File: src/rtl/core/fqd_pkg.sv
// Shared types and constants for the FIFO with random quarter drop.
// No dependencies.
package fqd_pkg;

  localparam int unsigned Depth = 64;
  localparam int unsigned AddrW = 6;
  localparam int unsigned CntW = 7;
  localparam int unsigned ItemW = 32;
  localparam logic [31:0] LfsrTaps = 32'hD000_0001;

  typedef enum logic [1:0] {
    ACT_ENQ  = 2'd0,
    ACT_DEQ  = 2'd1,
    ACT_DROP = 2'd2,
    ACT_NONE = 2'd3
  } action_t;

  typedef enum logic [1:0] {
    KIND_STATUS = 2'd0,
    KIND_DEQ    = 2'd1,
    KIND_DROP   = 2'd2
  } kind_t;

  typedef enum logic [1:0] {
    ERR_NONE  = 2'd0,
    ERR_FULL  = 2'd1,
    ERR_EMPTY = 2'd2
  } err_t;

  typedef enum logic [0:0] {
    REG_LIMIT = 1'd0,
    REG_SEED  = 1'd1
  } reg_t;

  typedef enum logic [3:0] {
    ST_CLEAR, ST_IDLE, ST_DEQ_RD, ST_PICK, ST_MOD, ST_MARK_RD, ST_MARK, ST_WALK_RD,
    ST_WALK, ST_OUT, ST_DROP_OUT
  } state_t;

  // One LFSR step, right-shifting Galois form.
  function automatic logic [31:0] lfsr_step(input logic [31:0] v);
    lfsr_step = v[0] ? ((v >> 1) ^ LfsrTaps) : (v >> 1);
  endfunction

endpackage

File: src/rtl/core/fifo_with_random_quarter_drop_unit.sv
// Top level of the FIFO with random quarter drop: store, sequencer, ports.
// Depends on fqd_pkg.
//
// Input channel s_axis_*: tdata = {item_in[31:0], action[1:0]} padded to 40 bits.
// Output channel m_axis_*: tdata = {items_held, error_code, item_out, kind},
// tlast marks the final result of an input; tuser = {is_empty, is_full}.
// An enqueue result is presented in the cycle after its input transfer; a dequeue
// result is registered in ST_DEQ_RD from the registered store read. The next
// input is taken the cycle after the result transfer.
// A drop draws ceil(count/4) positions; each draw is an LFSR step, a restoring
// reduction modulo the count, a mark read and a mark write, and is repeated when
// a position is already marked. The store is then walked, clearing the marks; a
// dropped entry waits until its result is taken. The drop closes via ST_OUT.
// One item is worked on at a time; s_axis_tready is high only while idle with no
// result waiting. A stalled receiver holds the result register and the sequencer.
// Reset (rst, synchronous) empties the queue, sets the limit to 64, loads the
// LFSR with 1 and clears all 64 marks in a pass with s_axis_tready low.
// Configuration is to be written through the APB port by the user only while idle;
// the block does not enforce this. A seed write reloads the LFSR (zero loads as 1).
module fifo_with_random_quarter_drop_unit
  import fqd_pkg::*;
(
  input  logic        clk,
  input  logic        rst,
  input  logic        psel,
  input  logic        penable,
  input  logic        pwrite,
  input  logic [2:0]  paddr,
  input  logic [31:0] pwdata,
  output logic [31:0] prdata,
  output logic        pready,
  input  logic        s_axis_tvalid,
  output logic        s_axis_tready,
  input  logic [39:0] s_axis_tdata,   // action[1:0], item_in[33:2]
  output logic        m_axis_tvalid,
  input  logic        m_axis_tready,
  output logic [47:0] m_axis_tdata,   // kind[1:0], item_out[33:2], error_code[35:34],
                                      // items_held[42:36]
  output logic        m_axis_tlast,
  output logic [1:0]  m_axis_tuser    // is_full[0], is_empty[1]
);

  logic [CntW-1:0] queue_limit;
  logic [31:0]     lfsr_seed;
  logic [31:0]     lfsr;
  logic [AddrW-1:0] head;
  logic [CntW-1:0] count;
  logic [CntW-1:0] total;
  logic [CntW-1:0] to_mark;
  logic [CntW-1:0] walk_i;
  logic [CntW-1:0] walk_w;
  logic [AddrW-1:0] clear_i;
  logic [38:0]     rem;
  logic [5:0]      mod_bit;
  state_t          state;
  logic [ItemW-1:0] mem [Depth];
  logic [ItemW-1:0] rd_data;
  logic [AddrW-1:0] rd_addr;
  logic [AddrW-1:0] wr_addr;
  logic [ItemW-1:0] wr_data;
  logic            rd_en;
  logic            wr_en;
  logic            mark_mem [Depth];
  logic            mk_rd_data;
  logic [AddrW-1:0] mk_rd_addr;
  logic [AddrW-1:0] mk_wr_addr;
  logic            mk_wr_data;
  logic            mk_rd_en;
  logic            mk_wr_en;
  logic            cfg_wr;
  logic [CntW-1:0] eff_limit;
  logic [AddrW-1:0] pos;
  logic [38:0]     trial;
  logic [1:0]      res_kind;
  logic [ItemW-1:0] res_item;
  logic [1:0]      res_err;
  logic [CntW-1:0] res_held;

  assign pready = 1'b1;
  assign cfg_wr = psel && penable && pwrite;
  assign eff_limit = (queue_limit > CntW'(Depth)) ? CntW'(Depth) : queue_limit;

  always_comb begin
    prdata = '0;
    if (paddr[2] == REG_SEED) prdata = lfsr_seed;
    else prdata = {25'd0, queue_limit};
  end

  // Item store: one write port, one registered read port.
  always_ff @(posedge clk) begin
    if (wr_en) mem[wr_addr] <= wr_data;
    if (rd_en) rd_data <= mem[rd_addr];
  end

  // Drop marks: one write port, one registered read port.
  always_ff @(posedge clk) begin
    if (mk_wr_en) mark_mem[mk_wr_addr] <= mk_wr_data;
    if (mk_rd_en) mk_rd_data <= mark_mem[mk_rd_addr];
  end

  assign trial = rem - ({32'd0, total} << mod_bit);
  assign pos = rem[AddrW-1:0];

  // Memory port control for both stores.
  always_comb begin
    rd_en = 1'b0;
    rd_addr = head;
    wr_en = 1'b0;
    wr_addr = head + AddrW'(count);
    wr_data = s_axis_tdata[33:2];
    mk_rd_en = 1'b0;
    mk_rd_addr = walk_i[AddrW-1:0];
    mk_wr_en = 1'b0;
    mk_wr_addr = walk_i[AddrW-1:0];
    mk_wr_data = 1'b0;
    if (s_axis_tvalid && s_axis_tready && s_axis_tdata[1:0] == ACT_ENQ
        && count < eff_limit) wr_en = 1'b1;
    if (s_axis_tvalid && s_axis_tready && s_axis_tdata[1:0] == ACT_DEQ)
      rd_en = 1'b1;
    if (state == ST_CLEAR) begin
      mk_wr_en = 1'b1;
      mk_wr_addr = clear_i;
    end
    if (state == ST_MARK_RD) begin
      mk_rd_en = 1'b1;
      mk_rd_addr = pos;
    end
    if (state == ST_MARK && !mk_rd_data) begin
      mk_wr_en = 1'b1;
      mk_wr_addr = pos;
      mk_wr_data = 1'b1;
    end
    if (state == ST_WALK_RD) begin
      rd_en = 1'b1;
      rd_addr = head + walk_i[AddrW-1:0];
      mk_rd_en = 1'b1;
    end
    // The walk clears each mark it has read.
    if (state == ST_WALK) begin
      mk_wr_en = 1'b1;
      if (!mk_rd_data) begin
        wr_en = 1'b1;
        wr_addr = head + walk_w[AddrW-1:0];
        wr_data = rd_data;
      end
    end
  end

  assign s_axis_tready = (state == ST_IDLE) && !m_axis_tvalid;

  // Result helper.
  logic [CntW-1:0] held;
  assign held = res_held;
  assign m_axis_tuser = {held == '0, held >= eff_limit};
  assign m_axis_tdata = {5'd0, res_held, res_err, res_item, res_kind};

  always_ff @(posedge clk) begin
    if (rst) begin
      state <= ST_CLEAR;
      clear_i <= '0;
      queue_limit <= CntW'(Depth);
      lfsr_seed <= 32'd1;
      lfsr <= 32'd1;
      head <= '0;
      count <= '0;
      m_axis_tvalid <= 1'b0;
    end else begin
      if (m_axis_tvalid && m_axis_tready) m_axis_tvalid <= 1'b0;
      if (cfg_wr) begin
        if (paddr[2] == REG_SEED) begin
          lfsr_seed <= pwdata;
          lfsr <= (pwdata == 32'd0) ? 32'd1 : pwdata;
        end else queue_limit <= pwdata[CntW-1:0];
      end
      unique case (state)
        // Clearing pass over the marks after reset.
        ST_CLEAR: begin
          clear_i <= clear_i + 1'b1;
          if (clear_i == AddrW'(Depth - 1)) state <= ST_IDLE;
        end
        ST_IDLE: if (s_axis_tvalid && s_axis_tready) begin
          res_item <= '0;
          m_axis_tlast <= 1'b1;
          unique case (s_axis_tdata[1:0])
            ACT_ENQ: begin
              res_kind <= KIND_STATUS;
              if (count >= eff_limit) begin
                res_err <= ERR_FULL;
                res_held <= count;
              end else begin
                res_err <= ERR_NONE;
                count <= count + 1'b1;
                res_held <= count + 1'b1;
              end
              m_axis_tvalid <= 1'b1;
            end
            ACT_DEQ: begin
              if (count == '0) begin
                res_kind <= KIND_STATUS;
                res_err <= ERR_EMPTY;
                res_held <= count;
                m_axis_tvalid <= 1'b1;
              end else begin
                res_err <= ERR_NONE;
                state <= ST_DEQ_RD;
              end
            end
            ACT_DROP: begin
              if (count == '0) begin
                res_kind <= KIND_STATUS;
                res_err <= ERR_NONE;
                res_held <= count;
                m_axis_tvalid <= 1'b1;
              end else begin
                total <= count;
                to_mark <= (count + CntW'(3)) >> 2;
                state <= ST_PICK;
              end
            end
            default: begin
              res_kind <= KIND_STATUS;
              res_err <= ERR_NONE;
              res_held <= count;
              m_axis_tvalid <= 1'b1;
            end
          endcase
        end
        ST_DEQ_RD: begin
          res_item <= rd_data;
          res_kind <= KIND_DEQ;
          res_held <= count - 1'b1;
          head <= head + 1'b1;
          count <= count - 1'b1;
          m_axis_tvalid <= 1'b1;
          state <= ST_IDLE;
        end
        ST_PICK: begin
          if (to_mark == '0) begin
            walk_i <= '0;
            walk_w <= '0;
            state <= ST_WALK_RD;
          end else begin
            lfsr <= lfsr_step(lfsr);
            rem <= {7'd0, lfsr_step(lfsr)};
            mod_bit <= 6'd31;
            state <= ST_MOD;
          end
        end
        // Restoring reduction modulo the count, one bit per cycle.
        ST_MOD: begin
          if (!trial[38]) rem <= trial;
          if (mod_bit == '0) state <= ST_MARK_RD;
          else mod_bit <= mod_bit - 1'b1;
        end
        ST_MARK_RD: state <= ST_MARK;
        ST_MARK: begin
          if (!mk_rd_data) to_mark <= to_mark - 1'b1;
          state <= ST_PICK;
        end
        ST_WALK_RD: begin
          if (walk_i == total) state <= ST_OUT;
          else state <= ST_WALK;
        end
        ST_WALK: begin
          walk_i <= walk_i + 1'b1;
          if (mk_rd_data) begin
            count <= count - 1'b1;
            res_item <= rd_data;
            res_kind <= KIND_DROP;
            res_err <= ERR_NONE;
            res_held <= count - 1'b1;
            m_axis_tlast <= (count - 1'b1) == (total - ((total + CntW'(3)) >> 2));
            m_axis_tvalid <= 1'b1;
            state <= ST_DROP_OUT;
          end else begin
            walk_w <= walk_w + 1'b1;
            state <= ST_WALK_RD;
          end
        end
        ST_DROP_OUT: if (!m_axis_tvalid || m_axis_tready) state <= ST_WALK_RD;
        ST_OUT: state <= ST_IDLE;
        default: state <= ST_IDLE;
      endcase
    end
  end

endmodule

File: config.mk
export PLATFORM = sky130hd
export DESIGN_NAME = fifo_with_random_quarter_drop_unit
export DESIGN_NICKNAME = d
export VERILOG_FILES = /design/src/rtl/core/fqd_pkg.sv /design/src/rtl/core/fifo_with_random_quarter_drop_unit.sv
export SDC_FILE = /design/constraint.sdc
export NUM_CORES = 2
export LEC_CHECK = 0
export BUFFER_PORTS_ARGS = -buffer_cell sky130_fd_sc_hd__buf_2
export CAP_MARGIN = 20
export CORE_ASPECT_RATIO = 0.7
export CORE_MARGIN = 3
export CORE_UTILIZATION = 25
export DETAILED_ROUTE_END_ITERATION = 8
export SYNTH_ARGS = -nofsm -noshare
export SYNTH_HDL_FRONTEND = slang
export SYNTH_SLANG_ARGS = --single-unit
File: constraint.sdc
create_clock -name clk -period 10.1 [get_ports clk]
set_input_delay 2.02 -clock clk [delete_from_list [all_inputs] [get_ports clk]]
set_output_delay 2.02 -clock clk [all_outputs]
set_load 0.02 [all_outputs]
==> impl_metrics.tcl <==
set metrics [dict create \
    run_status "complete, no violations" \
    cts-root-buf "sky130_fd_sc_hd__clkbuf_16" \
    synth_largest_area_cell "sky130_fd_sc_hd__edfxtp_1" \
    synth-edff-count 2260 \
    synth-seq-cells 2355 \
    die_height_um 524.7 \
    design.die.area_um2 392000 \
    crit_path_cell_trace "mux2_2 > nor2_1 > a21oi_1 > mux2_2 > nor2b_1 > nand2_1 > ha_1 > o21ai_0 > a211oi_1 > o21a_1 > o2111ai_1 > a21oi_1 > nor2_1 > or4_1 > a21oi_4 > buf_4" \
    critPathArrivalTime_ns 6.36 \
    timing.clock.skew_ns 0.1549 \
    postSynth.topFlopCell "sky130_fd_sc_hd__edfxtp_1" \
    grt_antenna_before_repair 24 \
    power_per_cell_area_nw_per_um2 193.6 \
    power.clock.fraction_pct 36.3 \
    routed_wire_length_per_instance_um 24.15 \
    cp-end-kind "flop" \
    startpoint_type "flop" \
    placement_rows 189 \
    critical-path-max-stage-delay_ns 0.69 \
    first_global_vias 50180 \
    number_of_levels_the_h_tree_was_split_into 4 \
    timing.hold.ws_ns 0.4510 \
    hold_viol 0 \
    grt.total_usage_pct 12.78 \
    synth_seq_area_share_pct 72.60 \
    layout-area-overhead-vs-synth_pct 14.73 \
    route.vias.total 51480 \
    maximum_fanout_along_the_worst_path 21 \
    grt_setup_unrepaired "no" \
    grt_max_degree 117 \
    yosys.area_share.adder_pct 1.198 \
    detailroute.wirelength.met2_um 114700 \
    timing.max_cap.violations 0 \
    setup_total_negative_slack_ns 0 \
    synth-xor-area-share_pct 0.9387 \
    clk_path_buf_depth 4 \
    cell_internal_pwr_mw 16.14 \
    layout_min_cycle_time_ns 5.923 \
    synth.top_cells.by_count "sky130_fd_sc_hd__edfxtp_1 (2260), sky130_fd_sc_hd__mux4_2 (528), sky130_fd_sc_hd__nand2_1 (512)" \
    timing.final.crit_share_pct 58.64 \
    grt_first_pass_wirelength_um 369400 \
    tritoncts "yes" \
    clock_slew_at_the_register_clock_pins_of_the_worst_setup_and_hold_paths_ns 0.06 \
    drive_above_1_share_pct 22.63 \
    yosys.cell_count.top_type "sky130_fd_sc_hd__edfxtp_1" \
    detailroute.wirelength.met3_um 26780 \
    max_clock_freq_mhz 168.8 \
    num-nets-final 5668 \
    worstSetupPathType "reg -> reg" \
    post-synth-top-area-fraction_pct 70.62 \
    insertion_delay_ns 0.91 \
    met1Wirelength_um 112500 \
    post_cts_setup_inserts 0 \
    post_synth_main_area_contributors "sky130_fd_sc_hd__edfxtp_1 (71%), sky130_fd_sc_hd__mux4_2 (12%), sky130_fd_sc_hd__nand2_1 (2.0%)" \
    synthCells 5265 \
    post-dp-hpwl_um 150400 \
    synth_warnings 0 \
    dieWidth_um 747.0 \
    fraction_of_the_mapped_netlist_area_in_compound_gates_pct 3.677 \
    cts_resized 0 \
    cell_type_group_with_the_largest_total_delay_on_the_critical_path "compound AO/OA/AOI/OAI gates" \
    top_signal_layer_used "met5" \
    peakVddDrop_uv 188.6 \
    power_frac_comb_pct 12.0 \
    clock-sinks 2355 \
    tritoncts.num_buffers 218 \
    synth.lib_cells_used.distinct 77 \
    initial_core_util_pct 25.24 \
    critical_path.slowest_cell "sky130_fd_sc_hd__edfxtp_1" \
    drc_errors 0 \
    grt_overflow_total 0 \
    power.switching_fraction_pct 24.39 \
    routability_congestion_estimate_from_global_placement 0.8337 \
    io-pin-count 168 \
    hold_buffers 0 \
    main_combinational_cell_family_by_area_after_synthesis "multiplexers" \
    worst-path-buf-inv 1 \
    holdCritPathClass "reg -> reg" \
    worst_pin_slew_ns 1.348 \
    synth-simple-area-share_pct 5.407 \
    synth.cell_area_um2 96100 \
    drt_pre_antenna_iters 7 \
    avgSynthCellArea_um2 18.25 \
    numPortBuffers 153 \
    detailedRoute.firstIterationViolations 7006 \
    setup-violations-final 0 \
    leak_pwr_nw 34.45 \
    share_seq_of_total_power_pct 51.8 \
    antenna_violating_nets_post_route 0 \
    yosys-mux-area-fraction_pct 14.63 \
    slew-limit-headroom_pct 10.16 \
    timing_max_transition_violations_final 0 \
    synthArstFlopShare_pct 0 \
    required_ns 10.54 \
    coreArea_um2 380700 \
    n_fill_cell 37250 \
    detail_route.wirelength_um 259400 \
    vias_per_cell 4.793 \
    power.switching_mw 5.205 \
]
per-layer routing:
layer / GRT usage (%) / vias up
met3: 3.037 / 316
met1: 18.77 / 27100
met4: 2.714 / 4
met5: 0 / -
met2: 19.14 / 2340
li1: - / 21720
power groups by stage:
stage / sequential (mW) / clock, mW / combinational, mW
after floorplan: 11.3 / 0 / 1.79
after global placement: 11.3 / 0 / 2.54
after detailed placement: 11.3 / 0 / 2.58
after CTS: 11.1 / 7.90 / 2.59
after global routing: 11.1 / 8.31 / 2.77
final: 11.1 / 7.74 / 2.55
worst min-delay path, stage by stage, from the launching register on:
cell,delay [ns]
sky130_fd_sc_hd__dfxtp_1,0.30
sky130_fd_sc_hd__nand2_1,0.05
sky130_fd_sc_hd__a21oi_1,0.05
layout by cell type (no fill, tap or decap), types with 11 or more instances in the layout:
cell,count
sky130_fd_sc_hd__edfxtp_1,2260
sky130_fd_sc_hd__mux4_2,528
sky130_fd_sc_hd__nand2_1,510
sky130_fd_sc_hd__clkbuf_16,219
sky130_fd_sc_hd__nor2_1,217
sky130_fd_sc_hd__mux2i_1,154
sky130_fd_sc_hd__buf_2,152
sky130_fd_sc_hd__buf_4,150
sky130_fd_sc_hd__a21oi_1,132
sky130_fd_sc_hd__a32oi_1,130
sky130_fd_sc_hd__dfxtp_1,95
sky130_fd_sc_hd__ha_1,84
sky130_fd_sc_hd__o21ai_0,80
sky130_fd_sc_hd__and2_1,74
sky130_fd_sc_hd__nor3_2,66
sky130_fd_sc_hd__xnor2_1,52
sky130_fd_sc_hd__nand3_1,51
sky130_fd_sc_hd__clkinv_1,50
sky130_fd_sc_hd__clkbuf_1,50
sky130_fd_sc_hd__xor2_1,49
sky130_fd_sc_hd__mux2_2,46
sky130_fd_sc_hd__clkinv_2,45
sky130_fd_sc_hd__and4_1,34
sky130_fd_sc_hd__inv_1,32
sky130_fd_sc_hd__a311oi_1,32
sky130_fd_sc_hd__a21o_1,28
sky130_fd_sc_hd__nor2b_1,23
sky130_fd_sc_hd__nor3_1,19
sky130_fd_sc_hd__nand4_1,19
sky130_fd_sc_hd__diode_2,18
sky130_fd_sc_hd__nand2b_1,18
sky130_fd_sc_hd__a211oi_1,18
sky130_fd_sc_hd__nor4_1,15
sky130_fd_sc_hd__o21a_1,14
sky130_fd_sc_hd__and3_1,14
sky130_fd_sc_hd__or3_1,13
sky130_fd_sc_hd__o31ai_1,13
sky130_fd_sc_hd__or2_2,11
sky130_fd_sc_hd__a31oi_1,11
metrics by stage:
| stage | total power [mW] | cell area, um^2 | util [%] | std cells | setup slack (ns) |
|---|---|---|---|---|---|
| final | 21.34 | 110300 | 28.96 | 10740 | 4.177 |
| after global routing | 22.13 | 110200 | 28.95 | 10720 | 3.686 |
| after CTS | 21.54 | 110100 | 28.93 | 10720 | 4.249 |
| after detailed placement | 13.85 | 103700 | 27.23 | 10340 | 4.203 |
| after global placement | 13.80 | 103700 | 27.23 | 10330 | 4.283 |
| after floorplan | 13.04 | 96120 | - | 5269 | 4.056 |
worst paths after layout:
path | cells past startpoint | startpoint | slack, ns | endpoint
max | 16 | mod_bit[1] | 4.18 | rem[5]
min | 2 | lfsr_seed[27] | 0.45 | lfsr_seed[27]
max reg2reg | 16 | mod_bit[1] | 4.18 | rem[5]
min reg2reg | 2 | lfsr_seed[27] | 0.45 | lfsr_seed[27]
kinds of logic after synthesis:
family | after synthesis
buffers and inverters | 343
multiplexers | 734
other | 2
AND/OR/NAND/NOR | 1127
adder cells (fa/ha/maj) | 89
AO/OA/AOI/OAI | 512
flip-flops | 2355
XOR/XNOR | 103
sequential cells by signal, summed over array words and instances, names as in the netlist, 7 cells and up:
name,flops
rd_data,32
count,7
mark_mem,64
mem,2048
queue_limit,7
to_mark,7
lfsr_seed,32
walk_i,7
res_item,32
lfsr,32
held,7
total,7
rem,38
area by class of cell:
class	count	area (um^2)	area share [%]
sequential	2355	69770	63.27
multi-input combinational	2571	25350	22.99
tap	5061	6332	5.743
clock buffer	272	5709	5.178
timing repair buffer	315	2170	1.968
clock inverter	111	748.2	0.6786
inverter	36	135.1	0.1226
antenna	18	45.04	0.04085
(Power assumes the default switching activity.)
